$ cat config.mk
export PLATFORM = sky130hd
export DESIGN_NAME = eth_ip_l4_header_parser_core
export DESIGN_NICKNAME = d
export VERILOG_FILES = /design/src/hw/rtl/ethl4p_pkg.sv /design/src/hw/rtl/eth_ip_l4_header_parser_core.sv
export SDC_FILE = /design/constraint.sdc
export NUM_CORES = 2
export LEC_CHECK = 0
export ABC_AREA = 1
export BUFFER_PORTS_ARGS = -buffer_cell sky130_fd_sc_hd__buf_2
export CAP_MARGIN = 25
export CORE_ASPECT_RATIO = 0.8
export CORE_MARGIN = 10
export CORE_UTILIZATION = 40
export CTS_CLUSTER_SIZE = 40
export DETAILED_ROUTE_END_ITERATION = 10
export GPL_TIMING_DRIVEN = 1
export SYNTH_ARGS = -nofsm -noshare
export SYNTH_HDL_FRONTEND = slang
export SYNTH_SLANG_ARGS = --single-unit
$ cat constraint.sdc
create_clock -name clk_i -period 15.5 [get_ports clk_i]
set_input_delay 1.55 -clock clk_i [delete_from_list [all_inputs] [get_ports clk_i]]
set_output_delay 1.55 -clock clk_i [all_outputs]
set_load 0.01 [all_outputs]
$ cat src/hw/rtl/ethl4p_pkg.sv
// ----------------------------------------------------------------------------
// Ethernet / IP / L4 header parser package
// Shared constants for the byte-serial header parser: sizes, register
// indexes, ethertypes, IP protocol numbers and record kind codes.
// ----------------------------------------------------------------------------
package ethl4p_pkg;

  localparam int unsigned MaxFrameBytes = 16384;
  localparam int unsigned PosW          = $clog2(MaxFrameBytes + 1);
  localparam int unsigned PayOffW       = PosW + 1;
  localparam int unsigned NumKinds      = 15;

  localparam int unsigned CfgIdxW  = 1;
  localparam int unsigned CfgDataW = 16;

  localparam logic [CfgIdxW-1:0] CfgVlanTypeA = 1'b0;
  localparam logic [CfgIdxW-1:0] CfgVlanTypeB = 1'b1;

  localparam logic [15:0] VlanTypeAReset = 16'h8100;
  localparam logic [15:0] VlanTypeBReset = 16'h88A8;

  localparam logic [15:0] EtypeIpv4 = 16'h0800;
  localparam logic [15:0] EtypeIpv6 = 16'h86DD;

  localparam logic [7:0] ProtoTcp = 8'd6;
  localparam logic [7:0] ProtoUdp = 8'd17;

  localparam logic [5:0] UdpHdrBytes = 6'd8;
  localparam logic [3:0] Ipv4MinIhl  = 4'd5;
  localparam logic [2:0] IpVer4      = 3'd4;
  localparam logic [2:0] IpVer6      = 3'd6;

  localparam logic [3:0] KindDmac     = 4'd0;
  localparam logic [3:0] KindSmac     = 4'd1;
  localparam logic [3:0] KindEtype    = 4'd2;
  localparam logic [3:0] KindIpVer    = 4'd3;
  localparam logic [3:0] KindProto    = 4'd4;
  localparam logic [3:0] KindSrcHi    = 4'd5;
  localparam logic [3:0] KindSrcLo    = 4'd6;
  localparam logic [3:0] KindDstHi    = 4'd7;
  localparam logic [3:0] KindDstLo    = 4'd8;
  localparam logic [3:0] KindSrcPort  = 4'd9;
  localparam logic [3:0] KindDstPort  = 4'd10;
  localparam logic [3:0] KindFlags    = 4'd11;
  localparam logic [3:0] KindPayOff   = 4'd12;
  localparam logic [3:0] KindPayLen   = 4'd13;
  localparam logic [3:0] KindStatus   = 4'd14;

endpackage

$ cat src/hw/rtl/eth_ip_l4_header_parser_core.sv
// ----------------------------------------------------------------------------
// Ethernet / VLAN / IPv4 / IPv6 / TCP / UDP header parser
// Parses one frame byte per beat and, on the last byte, emits the captured
// header fields as records followed by a status record.
// ----------------------------------------------------------------------------
//  channel  direction  handshake              payload
//  in       input      in_valid_i/in_stall_o  frame_byte_i, frame_end_i
//  out      output     out_valid_o/out_stall_i record_kind_o, record_value_o,
//                                              last_record_o
//  cfg      input      cfg_valid_i/cfg_ready_o cfg_index_i, cfg_data_i
//
//  One byte is taken every cycle, but a last byte is stalled only while the
//  bank still holds records; the parse step sits between parser registers.
//  On the last byte the fields move to a record bank, which drains one
//  record per unstalled cycle (1 to 15 records) while the next frame is parsed.
//  Reset restores the VLAN ethertypes and clears parser, bank and output.
// ----------------------------------------------------------------------------
module eth_ip_l4_header_parser_core (
  input  logic                                 clk_i,
  input  logic                                 rst_ni,
  input  logic                                 in_valid_i,
  output logic                                 in_stall_o,
  input  logic [7:0]                           frame_byte_i,
  input  logic                                 frame_end_i,
  output logic                                 out_valid_o,
  input  logic                                 out_stall_i,
  output logic [3:0]                           record_kind_o,
  output logic [63:0]                          record_value_o,
  output logic                                 last_record_o,
  input  logic                                 cfg_valid_i,
  output logic                                 cfg_ready_o,
  input  logic [ethl4p_pkg::CfgIdxW-1:0]       cfg_index_i,
  input  logic [ethl4p_pkg::CfgDataW-1:0]      cfg_data_i
);

  typedef enum logic [3:0] {
    PhEth, PhVlan, PhIpv4, PhIpv6, PhTcp, PhUdp, PhIpBad,
    PhDoneNoIp, PhDoneIp, PhDoneL4
  } phase_e;

  localparam int unsigned PosW = ethl4p_pkg::PosW;
  localparam int unsigned PayW = ethl4p_pkg::PayOffW;
  localparam int unsigned NK   = ethl4p_pkg::NumKinds;

  // config
  logic [15:0] vlan_a_q, vlan_b_q;

  // parser state
  phase_e          phase_q, phase_d;
  logic [PosW-1:0] pos_q, pos_d;
  logic [PosW-1:0] ls_q, ls_d;
  logic [47:0]     dmac_q, dmac_d, smac_q, smac_d;
  logic [15:0]     etype_q, etype_d;
  logic [5:0]      ihb_q, ihb_d, thb_q, thb_d;
  logic [2:0]      ipver_q, ipver_d;
  logic [7:0]      proto_q, proto_d, flags_q, flags_d;
  logic [63:0]     src0_q, src0_d, src1_q, src1_d, dst0_q, dst0_d, dst1_q, dst1_d;
  logic [15:0]     port0_q, port0_d, port1_q, port1_d;

  logic [PosW-1:0] rel;
  logic            take;
  logic            in_acc, frame_done;

  // record bank
  logic [NK-1:0]   mask_q, mask_d, mask_new, mask_eff, pick;
  logic [47:0]     b_dmac_q, b_smac_q;
  logic [15:0]     b_etype_q, b_port0_q, b_port1_q;
  logic [2:0]      b_ipver_q;
  logic [7:0]      b_proto_q, b_flags_q;
  logic [63:0]     b_src0_q, b_src1_q, b_dst0_q, b_dst1_q;
  logic [PosW-1:0] b_ls_q, b_len_q;
  logic [5:0]      b_thb_q;
  logic            b_fail_q, fail_new;
  logic [PayW-1:0] payoff_q;
  logic [PosW-1:0] paylen_q;
  logic            pay_ok_q;
  logic [PayW-1:0] payoff_c;
  logic            bank_busy, emit;
  logic [3:0]      pick_kind;
  logic [63:0]     pick_value;

  // output register
  logic            out_valid_q;
  logic [3:0]      kind_q;
  logic [63:0]     value_q;
  logic            last_q;

  function automatic logic is_vlan(input logic [15:0] t, input logic [15:0] a,
                                   input logic [15:0] b);
    return (t == a) || (t == b);
  endfunction

  assign cfg_ready_o = 1'b1;
  assign bank_busy   = |mask_q;
  assign in_stall_o  = frame_end_i && bank_busy;
  assign in_acc      = in_valid_i && !in_stall_o;
  assign frame_done  = in_acc && frame_end_i;

  // parse step for one byte
  always_comb begin
    phase_d = phase_q;  pos_d   = pos_q;   ls_d    = ls_q;
    dmac_d  = dmac_q;   smac_d  = smac_q;  etype_d = etype_q;
    ihb_d   = ihb_q;    thb_d   = thb_q;   ipver_d = ipver_q;
    proto_d = proto_q;  flags_d = flags_q;
    src0_d  = src0_q;   src1_d  = src1_q;  dst0_d  = dst0_q;  dst1_d = dst1_q;
    port0_d = port0_q;  port1_d = port1_q;
    rel  = pos_q - ls_q;
    take = pos_q < PosW'(ethl4p_pkg::MaxFrameBytes);
    if (take) begin
      pos_d = pos_q + PosW'(1);
      case (phase_q)
        PhEth: begin
          if (pos_q < PosW'(6)) begin
            dmac_d = {dmac_q[39:0], frame_byte_i};
          end else if (pos_q < PosW'(12)) begin
            smac_d = {smac_q[39:0], frame_byte_i};
          end else begin
            etype_d = {etype_q[7:0], frame_byte_i};
          end
          if (pos_q == PosW'(13)) begin
            ls_d = PosW'(14);
            if (is_vlan(etype_d, vlan_a_q, vlan_b_q)) begin
              phase_d = PhVlan;
            end else if (etype_d == ethl4p_pkg::EtypeIpv4) begin
              phase_d = PhIpv4;
              ipver_d = ethl4p_pkg::IpVer4;
            end else if (etype_d == ethl4p_pkg::EtypeIpv6) begin
              phase_d = PhIpv6;
              ipver_d = ethl4p_pkg::IpVer6;
            end else begin
              phase_d = PhDoneNoIp;
            end
          end
        end
        PhVlan: begin
          if (rel >= PosW'(2)) etype_d = {etype_q[7:0], frame_byte_i};
          if (rel == PosW'(3)) begin
            ls_d = pos_q + PosW'(1);
            if (is_vlan(etype_d, vlan_a_q, vlan_b_q)) begin
              phase_d = PhVlan;
            end else if (etype_d == ethl4p_pkg::EtypeIpv4) begin
              phase_d = PhIpv4;
              ipver_d = ethl4p_pkg::IpVer4;
            end else if (etype_d == ethl4p_pkg::EtypeIpv6) begin
              phase_d = PhIpv6;
              ipver_d = ethl4p_pkg::IpVer6;
            end else begin
              phase_d = PhDoneNoIp;
            end
          end
        end
        PhIpv4: begin
          if (rel == PosW'(0)) begin
            ihb_d = {frame_byte_i[3:0], 2'b00};
            if (frame_byte_i[3:0] < ethl4p_pkg::Ipv4MinIhl) phase_d = PhIpBad;
          end else if (rel == PosW'(9)) begin
            proto_d = frame_byte_i;
          end else if (rel >= PosW'(12) && rel < PosW'(16)) begin
            src1_d = {32'd0, src1_q[23:0], frame_byte_i};
          end else if (rel >= PosW'(16) && rel < PosW'(20)) begin
            dst1_d = {32'd0, dst1_q[23:0], frame_byte_i};
          end
          if (phase_d != PhIpBad && (rel + PosW'(1)) == PosW'(ihb_d)) begin
            ls_d = pos_q + PosW'(1);
            if (proto_d == ethl4p_pkg::ProtoTcp) begin
              phase_d = PhTcp;
            end else if (proto_d == ethl4p_pkg::ProtoUdp) begin
              phase_d = PhUdp;
              thb_d   = ethl4p_pkg::UdpHdrBytes;
            end else begin
              phase_d = PhDoneIp;
            end
          end
        end
        PhIpv6: begin
          if (rel == PosW'(6)) begin
            proto_d = frame_byte_i;
          end else if (rel >= PosW'(8) && rel < PosW'(16)) begin
            src0_d = {src0_q[55:0], frame_byte_i};
          end else if (rel >= PosW'(16) && rel < PosW'(24)) begin
            src1_d = {src1_q[55:0], frame_byte_i};
          end else if (rel >= PosW'(24) && rel < PosW'(32)) begin
            dst0_d = {dst0_q[55:0], frame_byte_i};
          end else if (rel >= PosW'(32) && rel < PosW'(40)) begin
            dst1_d = {dst1_q[55:0], frame_byte_i};
          end
          if (rel == PosW'(39)) begin
            ls_d = pos_q + PosW'(1);
            if (proto_d == ethl4p_pkg::ProtoTcp) begin
              phase_d = PhTcp;
            end else if (proto_d == ethl4p_pkg::ProtoUdp) begin
              phase_d = PhUdp;
              thb_d   = ethl4p_pkg::UdpHdrBytes;
            end else begin
              phase_d = PhDoneIp;
            end
          end
        end
        PhTcp, PhUdp: begin
          if (rel < PosW'(2)) begin
            port0_d = {port0_q[7:0], frame_byte_i};
          end else if (rel < PosW'(4)) begin
            port1_d = {port1_q[7:0], frame_byte_i};
          end else if (phase_q == PhTcp && rel == PosW'(12)) begin
            thb_d = {frame_byte_i[7:4], 2'b00};
          end else if (phase_q == PhTcp && rel == PosW'(13)) begin
            flags_d = frame_byte_i;
          end
          if ((phase_q == PhTcp && rel == PosW'(19)) ||
              (phase_q == PhUdp && rel == PosW'(7))) begin
            phase_d = PhDoneL4;
          end
        end
        default: begin
        end
      endcase
    end
  end

  // record selection for the closing frame
  always_comb begin
    mask_new = '0;
    fail_new = 1'b1;
    mask_new[ethl4p_pkg::KindStatus] = 1'b1;
    case (phase_d)
      PhVlan: begin
        mask_new[ethl4p_pkg::KindDmac] = 1'b1;
        mask_new[ethl4p_pkg::KindSmac] = 1'b1;
      end
      PhIpv4, PhIpv6, PhIpBad, PhDoneNoIp: begin
        mask_new[ethl4p_pkg::KindEtype:ethl4p_pkg::KindDmac] = '1;
        fail_new = (phase_d != PhDoneNoIp);
      end
      PhTcp, PhUdp, PhDoneIp: begin
        mask_new[ethl4p_pkg::KindDstLo:ethl4p_pkg::KindDmac] = '1;
        fail_new = (phase_d != PhDoneIp);
      end
      PhDoneL4: begin
        mask_new[ethl4p_pkg::KindDstPort:ethl4p_pkg::KindDmac] = '1;
        mask_new[ethl4p_pkg::KindFlags]  = (proto_d == ethl4p_pkg::ProtoTcp);
        mask_new[ethl4p_pkg::KindPayOff] = 1'b1;
        mask_new[ethl4p_pkg::KindPayLen] = 1'b1;
        fail_new = 1'b0;
      end
      default: begin
      end
    endcase
  end

  // parser registers
  always_ff @(posedge clk_i or negedge rst_ni) begin
    if (!rst_ni) begin
      phase_q <= PhEth;  pos_q <= '0;  ls_q <= '0;
      dmac_q <= '0;  smac_q <= '0;  etype_q <= '0;
      ihb_q <= '0;  thb_q <= '0;  ipver_q <= '0;  proto_q <= '0;  flags_q <= '0;
      src0_q <= '0;  src1_q <= '0;  dst0_q <= '0;  dst1_q <= '0;
      port0_q <= '0;  port1_q <= '0;
      vlan_a_q <= ethl4p_pkg::VlanTypeAReset;
      vlan_b_q <= ethl4p_pkg::VlanTypeBReset;
    end else begin
      if (cfg_valid_i && cfg_ready_o) begin
        case (cfg_index_i)
          ethl4p_pkg::CfgVlanTypeA: vlan_a_q <= cfg_data_i;
          ethl4p_pkg::CfgVlanTypeB: vlan_b_q <= cfg_data_i;
          default: begin
          end
        endcase
      end
      if (frame_done) begin
        phase_q <= PhEth;  pos_q <= '0;  ls_q <= '0;
        dmac_q <= '0;  smac_q <= '0;  etype_q <= '0;
        ihb_q <= '0;  thb_q <= '0;  ipver_q <= '0;  proto_q <= '0;  flags_q <= '0;
        src0_q <= '0;  src1_q <= '0;  dst0_q <= '0;  dst1_q <= '0;
        port0_q <= '0;  port1_q <= '0;
      end else if (in_acc) begin
        phase_q <= phase_d;  pos_q <= pos_d;  ls_q <= ls_d;
        dmac_q <= dmac_d;  smac_q <= smac_d;  etype_q <= etype_d;
        ihb_q <= ihb_d;  thb_q <= thb_d;  ipver_q <= ipver_d;
        proto_q <= proto_d;  flags_q <= flags_d;
        src0_q <= src0_d;  src1_q <= src1_d;  dst0_q <= dst0_d;  dst1_q <= dst1_d;
        port0_q <= port0_d;  port1_q <= port1_d;
      end
    end
  end

  // bank payload, loaded on the last byte
  always_ff @(posedge clk_i) begin
    if (frame_done) begin
      b_dmac_q <= dmac_d;  b_smac_q <= smac_d;  b_etype_q <= etype_d;
      b_ipver_q <= ipver_d;  b_proto_q <= proto_d;  b_flags_q <= flags_d;
      b_src0_q <= src0_d;  b_src1_q <= src1_d;  b_dst0_q <= dst0_d;  b_dst1_q <= dst1_d;
      b_port0_q <= port0_d;  b_port1_q <= port1_d;
      b_ls_q <= ls_d;  b_thb_q <= thb_d;  b_len_q <= pos_d;  b_fail_q <= fail_new;
    end
    // payload records come after the port records, so the registered offset and length are ready in time
    payoff_q <= payoff_c;
    pay_ok_q <= PayW'(b_len_q) > payoff_c;
    paylen_q <= b_len_q - payoff_c[PosW-1:0];
  end

  assign payoff_c = PayW'(b_ls_q) + PayW'(b_thb_q);

  // lowest pending record
  always_comb begin
    mask_eff = mask_q;
    if (!pay_ok_q) begin
      mask_eff[ethl4p_pkg::KindPayOff] = 1'b0;
      mask_eff[ethl4p_pkg::KindPayLen] = 1'b0;
    end
    pick      = mask_eff & (~mask_eff + NK'(1));
    pick_kind = '0;
    for (int k = 0; k < NK; k++) begin
      if (pick[k]) pick_kind = 4'(k);
    end
    mask_d = mask_q & ~(pick | (pick - NK'(1)));
    case (pick_kind)
      ethl4p_pkg::KindDmac:    pick_value = {16'd0, b_dmac_q};
      ethl4p_pkg::KindSmac:    pick_value = {16'd0, b_smac_q};
      ethl4p_pkg::KindEtype:   pick_value = {48'd0, b_etype_q};
      ethl4p_pkg::KindIpVer:   pick_value = {61'd0, b_ipver_q};
      ethl4p_pkg::KindProto:   pick_value = {56'd0, b_proto_q};
      ethl4p_pkg::KindSrcHi:   pick_value = b_src0_q;
      ethl4p_pkg::KindSrcLo:   pick_value = b_src1_q;
      ethl4p_pkg::KindDstHi:   pick_value = b_dst0_q;
      ethl4p_pkg::KindDstLo:   pick_value = b_dst1_q;
      ethl4p_pkg::KindSrcPort: pick_value = {48'd0, b_port0_q};
      ethl4p_pkg::KindDstPort: pick_value = {48'd0, b_port1_q};
      ethl4p_pkg::KindFlags:   pick_value = {56'd0, b_flags_q};
      ethl4p_pkg::KindPayOff:  pick_value = 64'(payoff_q);
      ethl4p_pkg::KindPayLen:  pick_value = 64'(paylen_q);
      ethl4p_pkg::KindStatus:  pick_value = {63'd0, b_fail_q};
      default:                 pick_value = '0;
    endcase
  end

  assign emit = (|mask_eff) && (!out_valid_q || !out_stall_i);

  always_ff @(posedge clk_i or negedge rst_ni) begin
    if (!rst_ni) begin
      mask_q      <= '0;
      out_valid_q <= 1'b0;
    end else begin
      if (frame_done) begin
        mask_q <= mask_new;
      end else if (emit) begin
        mask_q <= mask_d;
      end
      if (emit) begin
        out_valid_q <= 1'b1;
      end else if (!out_stall_i) begin
        out_valid_q <= 1'b0;
      end
    end
  end

  always_ff @(posedge clk_i) begin
    if (emit) begin
      kind_q  <= pick_kind;
      value_q <= pick_value;
      last_q  <= (pick_kind == ethl4p_pkg::KindStatus);
    end
  end

  assign out_valid_o    = out_valid_q;
  assign record_kind_o  = kind_q;
  assign record_value_o = value_q;
  assign last_record_o  = last_q;

  a_bank_closes: assert property (@(posedge clk_i) disable iff (!rst_ni)
    bank_busy |-> mask_q[ethl4p_pkg::KindStatus])
    else $error("record bank holds records without a status record");

  a_bank_load: assert property (@(posedge clk_i) disable iff (!rst_ni)
    frame_done |=> mask_q[ethl4p_pkg::KindStatus])
    else $error("last byte did not load the record bank");

  a_last_kind: assert property (@(posedge clk_i) disable iff (!rst_ni)
    out_valid_o && last_record_o |-> record_kind_o == ethl4p_pkg::KindStatus)
    else $error("last record flag on a non-status record");

  a_pos_bound: assert property (@(posedge clk_i) disable iff (!rst_ni)
    pos_q <= PosW'(ethl4p_pkg::MaxFrameBytes))
    else $error("byte position past frame limit");

  a_eth_pos: assert property (@(posedge clk_i) disable iff (!rst_ni)
    phase_q == PhEth |-> pos_q < PosW'(14))
    else $error("still in ethernet header past its length");

endmodule
# After elaboration in Yosys (flattened, before gate mapping)
# Index checks and enable logic that the tools add are counted.
# totals
inputBits,31
elab_cells,349
out_inout_bits,72
regBits,1070
# classes
n_lt_le_gt_ge,18
n_reduce_logical,40
n_bitwise,6
add_sub_neg,7
n_eq_ne,55
n_mux,180
# op_table
op,count
$mux 64,35
$pmux 64 s15,1
$mux 48,11
$mux 16,21
$pmux 64 s2,2
$mux 15,12
$mux 8,18
$mux 6,20
$mux 4,29
$eq 16x16->1,4
$eq 15x4->1 const B,4
$pmux 15 s4,1
$mux 3,17
$add 15x1->15 const B,3
$lt 15x5->1 const B,3
$eq 4x3->1 const B,10
$eq 4x4->1 const B,9
$eq 16x12->1 const B,2
$eq 16x16->1 const B,2
$pmux 16 s2,1
$and 15x15->15,2
$eq 15x3->1 const B,2
$ge 15x4->1 const B,2
$ge 15x5->1 const B,2
other kinds (48),93

# Depth between registers and ports, before layout
# depth
word_depth,20
depth_mapped,34
ltp_nobuf,33

# Worst setup path after synthesis
# OpenSTA, ideal clock, no wires.
# synth_timing
path_kind,reg-to-reg
startpoint,reg mask_q[0]
endpoint,reg mask_q[2]
arrival_time_ns,12.175
setup_slack_ns,3.193
path_buffers,0
setup_time_ns,0.132
period_less_slack_ns,12.307
stages_incl_launch_ff,25
required_ns,15.368
cell_sequence,dfrtp_1 -> nor2_1 -> inv_1 -> nor2_1 -> inv_1 -> nor2_1 -> inv_2 -> nor2_1 -> nand2_1 -> nor2_1 -> inv_1 -> nor2_1 -> nand2_1 -> inv_2 -> nor2_1 -> nand2_1 -> nor2_1 -> nand2_1 -> nand2_1 -> nand2_2 -> inv_2 -> nand2_1 -> inv_1 -> nand3_1 -> a22oi_1
# synth_via
elab_cells_between_ends,17
# synth_lines
item,line_no,text
start: declaration,eth_ip_l4_header_parser_core.sv:65,"logic [NK-1:0] mask_q, mask_d, mask_new, mask_eff, pick;"
start signal: assignment,eth_ip_l4_header_parser_core.sv:344,mask_q <= mask_new;
start signal: assignment,eth_ip_l4_header_parser_core.sv:346,mask_q <= mask_d;
$reduce_or 15->1 (*),eth_ip_l4_header_parser_core.sv:94,assign bank_busy = |mask_q;
$logic_and 1x1->1 (*),eth_ip_l4_header_parser_core.sv:95,assign in_stall_o = frame_end_i && bank_busy;
$logic_not 1->1 (*),eth_ip_l4_header_parser_core.sv:96,assign in_acc = in_valid_i && !in_stall_o;
$logic_and 1x1->1 (*),eth_ip_l4_header_parser_core.sv:96,
$logic_and 1x1->1 (*),eth_ip_l4_header_parser_core.sv:97,assign frame_done = in_acc && frame_end_i;
net frame_done,eth_ip_l4_header_parser_core.sv:62,"logic in_acc, frame_done;"
$mux 15 or $reduce_bool 2->1 (tied branches),-,
# Mark *: on every way through the listed nets, which the timed path passes. The rest lies on a longest branch. The select of a mux whose other input is x is not followed.
# A chain may end at the register's enable or synchronous reset.

# Worst setup path in the final report
# layout_timing
startpoint,reg mask_q[7]
endpoint,reg dst1_q[21]
# layout_via
elab_chain_len,6
elab_cells_between_ends,7
# layout_rtl
item,line_no,text
$reduce_or 15->1 (*),eth_ip_l4_header_parser_core.sv:94,
$logic_and 1x1->1 (*),eth_ip_l4_header_parser_core.sv:95,
$logic_not 1->1 (*),eth_ip_l4_header_parser_core.sv:96,
$logic_and 1x1->1 (*),eth_ip_l4_header_parser_core.sv:96,
$logic_and 1x1->1,eth_ip_l4_header_parser_core.sv:97,
$mux 64 or $reduce_bool 2->1 (tied branches),-,
end signal: assignment,eth_ip_l4_header_parser_core.sv:280,src0_q <= src0_d; src1_q <= src1_d; dst0_q <= dst0_d; dst1_q <= dst1_d;
end: declaration,eth_ip_l4_header_parser_core.sv:57,"logic [63:0] src0_q, src0_d, src1_q, src1_d, dst0_q, dst0_d, dst1_q, dst1_d;"
# Every way passes the cells marked *; elsewhere a longest branch is shown, timed or not.

==> impl_metrics.env <==
export IMPL_status="finished, final reports clean"
export IMPL_hold_path_class="reg2reg"
export IMPL_min_period_ps=6740
export IMPL_syn_area_per_cell_um2=8.77
export IMPL_die_h_um=345
export IMPL_postSynthCellCount=6034
export IMPL_clk_pin_slew_ps=60
export IMPL_grt_remaining_overflow=0
export IMPL_drc=0
export IMPL_post_route_period_util_pct=43.5
export IMPL_viasPerCell=5.69
export IMPL_worst_ir_drop_vdd_mv=0.101
export IMPL_hold_start="thb_q[1]$_DFFE_PN0P_"
export IMPL_yosysUniqueCellTypes=72
export IMPL_syn_area_um2=52900
export IMPL_power_switching_mw=3.42
export IMPL_ff2ff_setup_slack_ps=8760
export IMPL_wl_um=180000
export IMPL_power_frac_seq_pct=38.4
export IMPL_grt_max_degree=190
export IMPL_htreeDepth=3
export IMPL_critical_path_max_fanout=101
export IMPL_cts_root_buffer="clkbuf_16"
export IMPL_nets=6072
export IMPL_slew_violations=0
export IMPL_cts_tree="done"
export IMPL_hpwl_um=116000
export IMPL_path_class="reg2reg"
export IMPL_drt_iter0_markers=5054
export IMPL_cp_arrival_ps=7290
export IMPL_swShare_pct=37.2
export IMPL_grtUsageTotal_pct=23.6
export IMPL_syn_nets=6110
export IMPL_core_area_um2=131000
export IMPL_cts_resized=0
export IMPL_grt_pass1_vias=41667
export IMPL_io_pins=103
export IMPL_wl_per_cell_um=22.9
export IMPL_power_frac_comb_pct=30.3
export IMPL_synth_edf_count=525
export IMPL_rsz0062_at_grt="no"
export IMPL_synthArstFlopShare_pct=47.9
export IMPL_worstReg2RegStart="mask_q[7]$_DFFE_PN0P_"
export IMPL_cts_buffers=113
export IMPL_clk_latency_ps=740
export IMPL_setup_tns_ps=0
export IMPL_fmax_mhz=148
export IMPL_grt_pass1_wl_um=268000
export IMPL_slew_headroom_pct=21.6
export IMPL_vias=44670
export IMPL_ys_seq_area_share_pct=55.3
export IMPL_reg2reg_depth=22
export IMPL_cts_setup_buffers=0
export IMPL_synth_top_flop_cell="edfxtp_1"
export IMPL_p_leak_nw=24.5
export IMPL_clk_path_buf_depth=3
export IMPL_clkSinkCount=1070
export IMPL_cp_required_ps=16050
export IMPL_p_int_mw=5.77
export IMPL_holdWs_ps=496
export IMPL_die_width_um=427
export IMPL_drtAntennaViolNets=0
export IMPL_start_kind="flop"
export IMPL_min_to="thb_q[1]$_DFFE_PN0P_"
export IMPL_worstSetupEndpointType="flop"
export IMPL_synth_seq_cells=1070
export IMPL_port_buffers=101
export IMPL_antenna_found_initial=7
export IMPL_hold_viol=0
export IMPL_setup_violations_final=0
export IMPL_max_cap_viol_count=0
export IMPL_r2r_end="dst1_q[21]$_DFFE_PN0P_"
export IMPL_drt_first_pass_iters=6
export IMPL_place_congestion=0.956
export IMPL_drive_above_1_share_pct=8.09
export IMPL_power_density_nw_per_um2=156
export IMPL_tightest_slew_ps=1180
export IMPL_hold_depth=2
export IMPL_start_util_pct=40.3
export IMPL_die_area_um2=147000
export IMPL_cts_hold_buf=0
export IMPL_p_clk_share_pct=31.3
export IMPL_skew_ps=34.9
export IMPL_area_growth_pct=11.4
export IMPL_num_rows=119
export IMPL_synthesis_yosys_warnings=0
==> Yosys cell counts (all sizes together), types with 42 or more instances <==
master,count,area [µm²]
nand4,105,669
inv,773,2900
nand2,1496,5740
nand3,157,843
xor2,51,462
clkbuf,259,978
a221oi,68,596
a22o,70,613
ha,42,526
a21oi,208,1090
a22oi,43,338
edfxtp,525,15800
buf,73,374
o22ai,188,1180
o21ai,1040,5220
nor2,248,1050
dfrtp,506,12700
==> critical path, stage by stage (launching register included) <==
cell and delay, ps:
dfrtp_1 720, inv_1 180, nand4_1 130, nor2_1 90, nand2_1 130, nor2_1 60
inv_1 90, nor2_1 70, nand2_1 150, inv_2 90, nor2_1 180, nand2_1 70
nor2_1 250, nand2_1 80, nand2_1 110, nand2_2 110, inv_8 360, buf_4 660
buf_4 300, buf_16 350, buf_4 800, buf_4 970, o21ai_0 200
==> through the flow <==
stage | instances | util (%) | instance area [µm²] | setup slack, ps | total power [mW]
3_3_place_gp | 7631 | 41.8 | 55000 | 8710 | 6.29
4_1_cts | 7848 | 44.8 | 58900 | 8600 | 9.18
3_5_place_dp | 7632 | 41.8 | 55000 | 8600 | 6.31
5_1_grt | 7851 | 44.8 | 59000 | 8410 | 9.61
6_report | 7852 | 44.9 | 59000 | 8760 | 9.19
2_1_floorplan | 6034 | - | 52900 | 3190 | 5.29
==> layout make-up <==
cell class	count	area, µm²
timing repair buffer	179	1190
fill	12595	72500
tap	1754	2190
inverter	778	2950
multi-input combinational	3854	19500
clock buffer	170	3270
sequential	1070	29300
clock inverter	46	618
antenna	1	2.50
==> state kept, by name (all words and copies together), names as in the netlist, 48 cells and up <==
signal / cells
dst0_q: 64
src0_q: 64
b_src1_q: 64
dmac_q: 48
b_src0_q: 64
src1_q: 64
b_dst1_q: 64
b_smac_q: 48
dst1_q: 64
record_value_o: 64
smac_q: 48
b_dmac_q: 48
b_dst0_q: 64
==> layer usage <==
metal | GRT usage (%) | share of wire [%] | up-vias
met4 | 5.91 | 2.4 | 2
li1 | - | - | 20444
met2 | 33.8 | 43 | 2035
met5 | 0 | 0.0072 | -
met3 | 4.65 | 9.5 | 271
met1 | 36.0 | 46 | 21918
==> worst max-delay path by stage <==
stage	start	to	slack, ps	cells after the start
after global routing	mask_q[7]$_DFFE_PN0P_	dst1_q[21]$_DFFE_PN0P_	8410	22
after CTS	mask_q[7]$_DFFE_PN0P_	smac_q[27]$_DFFE_PN0P_	8600	21
after floorplan	mask_q[0]$_DFFE_PN0P_	mask_q[2]$_DFFE_PN0P_	3190	24
after global placement	mask_q[7]$_DFFE_PN0P_	dst1_q[29]$_DFFE_PN0P_	8710	21
final	mask_q[7]$_DFFE_PN0P_	dst1_q[21]$_DFFE_PN0P_	8760	22
after detailed placement	mask_q[7]$_DFFE_PN0P_	dst1_q[8]$_DFFE_PN0P_	8600	21
==> cells by family after synthesis <==
logic type | count (synthesis) | synth area share (%)
buffers and inverters | 1110 | 8.08
DFF | 1070 | 55.3
other | 1 | 0.00708
AOI/OAI and AO/OA | 1684 | 18.2
xor gates and xnor gates | 56 | 0.955
adders and majority gates | 45 | 1.11
and+or+nand+nor | 2068 | 16.4
==> power groups by stage <==
stage | Clock [mW] | Combinational [mW] | Sequential (mW)
after global routing | 3.01 | 3.04 | 3.56
after CTS | 2.90 | 2.74 | 3.53
after detailed placement | 0 | 2.73 | 3.58
after global placement | 0 | 2.71 | 3.58
final | 2.87 | 2.79 | 3.53
after floorplan | 0 | 1.73 | 3.56
==> layout by cell type, fill, tap and decap left out, drive strengths merged, types with 70 or more instances in the layout <==
cell type / instances
dfrtp: 506
nor2: 248
a22o: 70
clkbuf: 170
nand4: 105
o22ai: 188
inv: 778
a21oi: 208
edfxtp: 525
nand2: 1496
o21ai: 1040
buf: 179
nand3: 157
(Power assumes the default switching activity.)
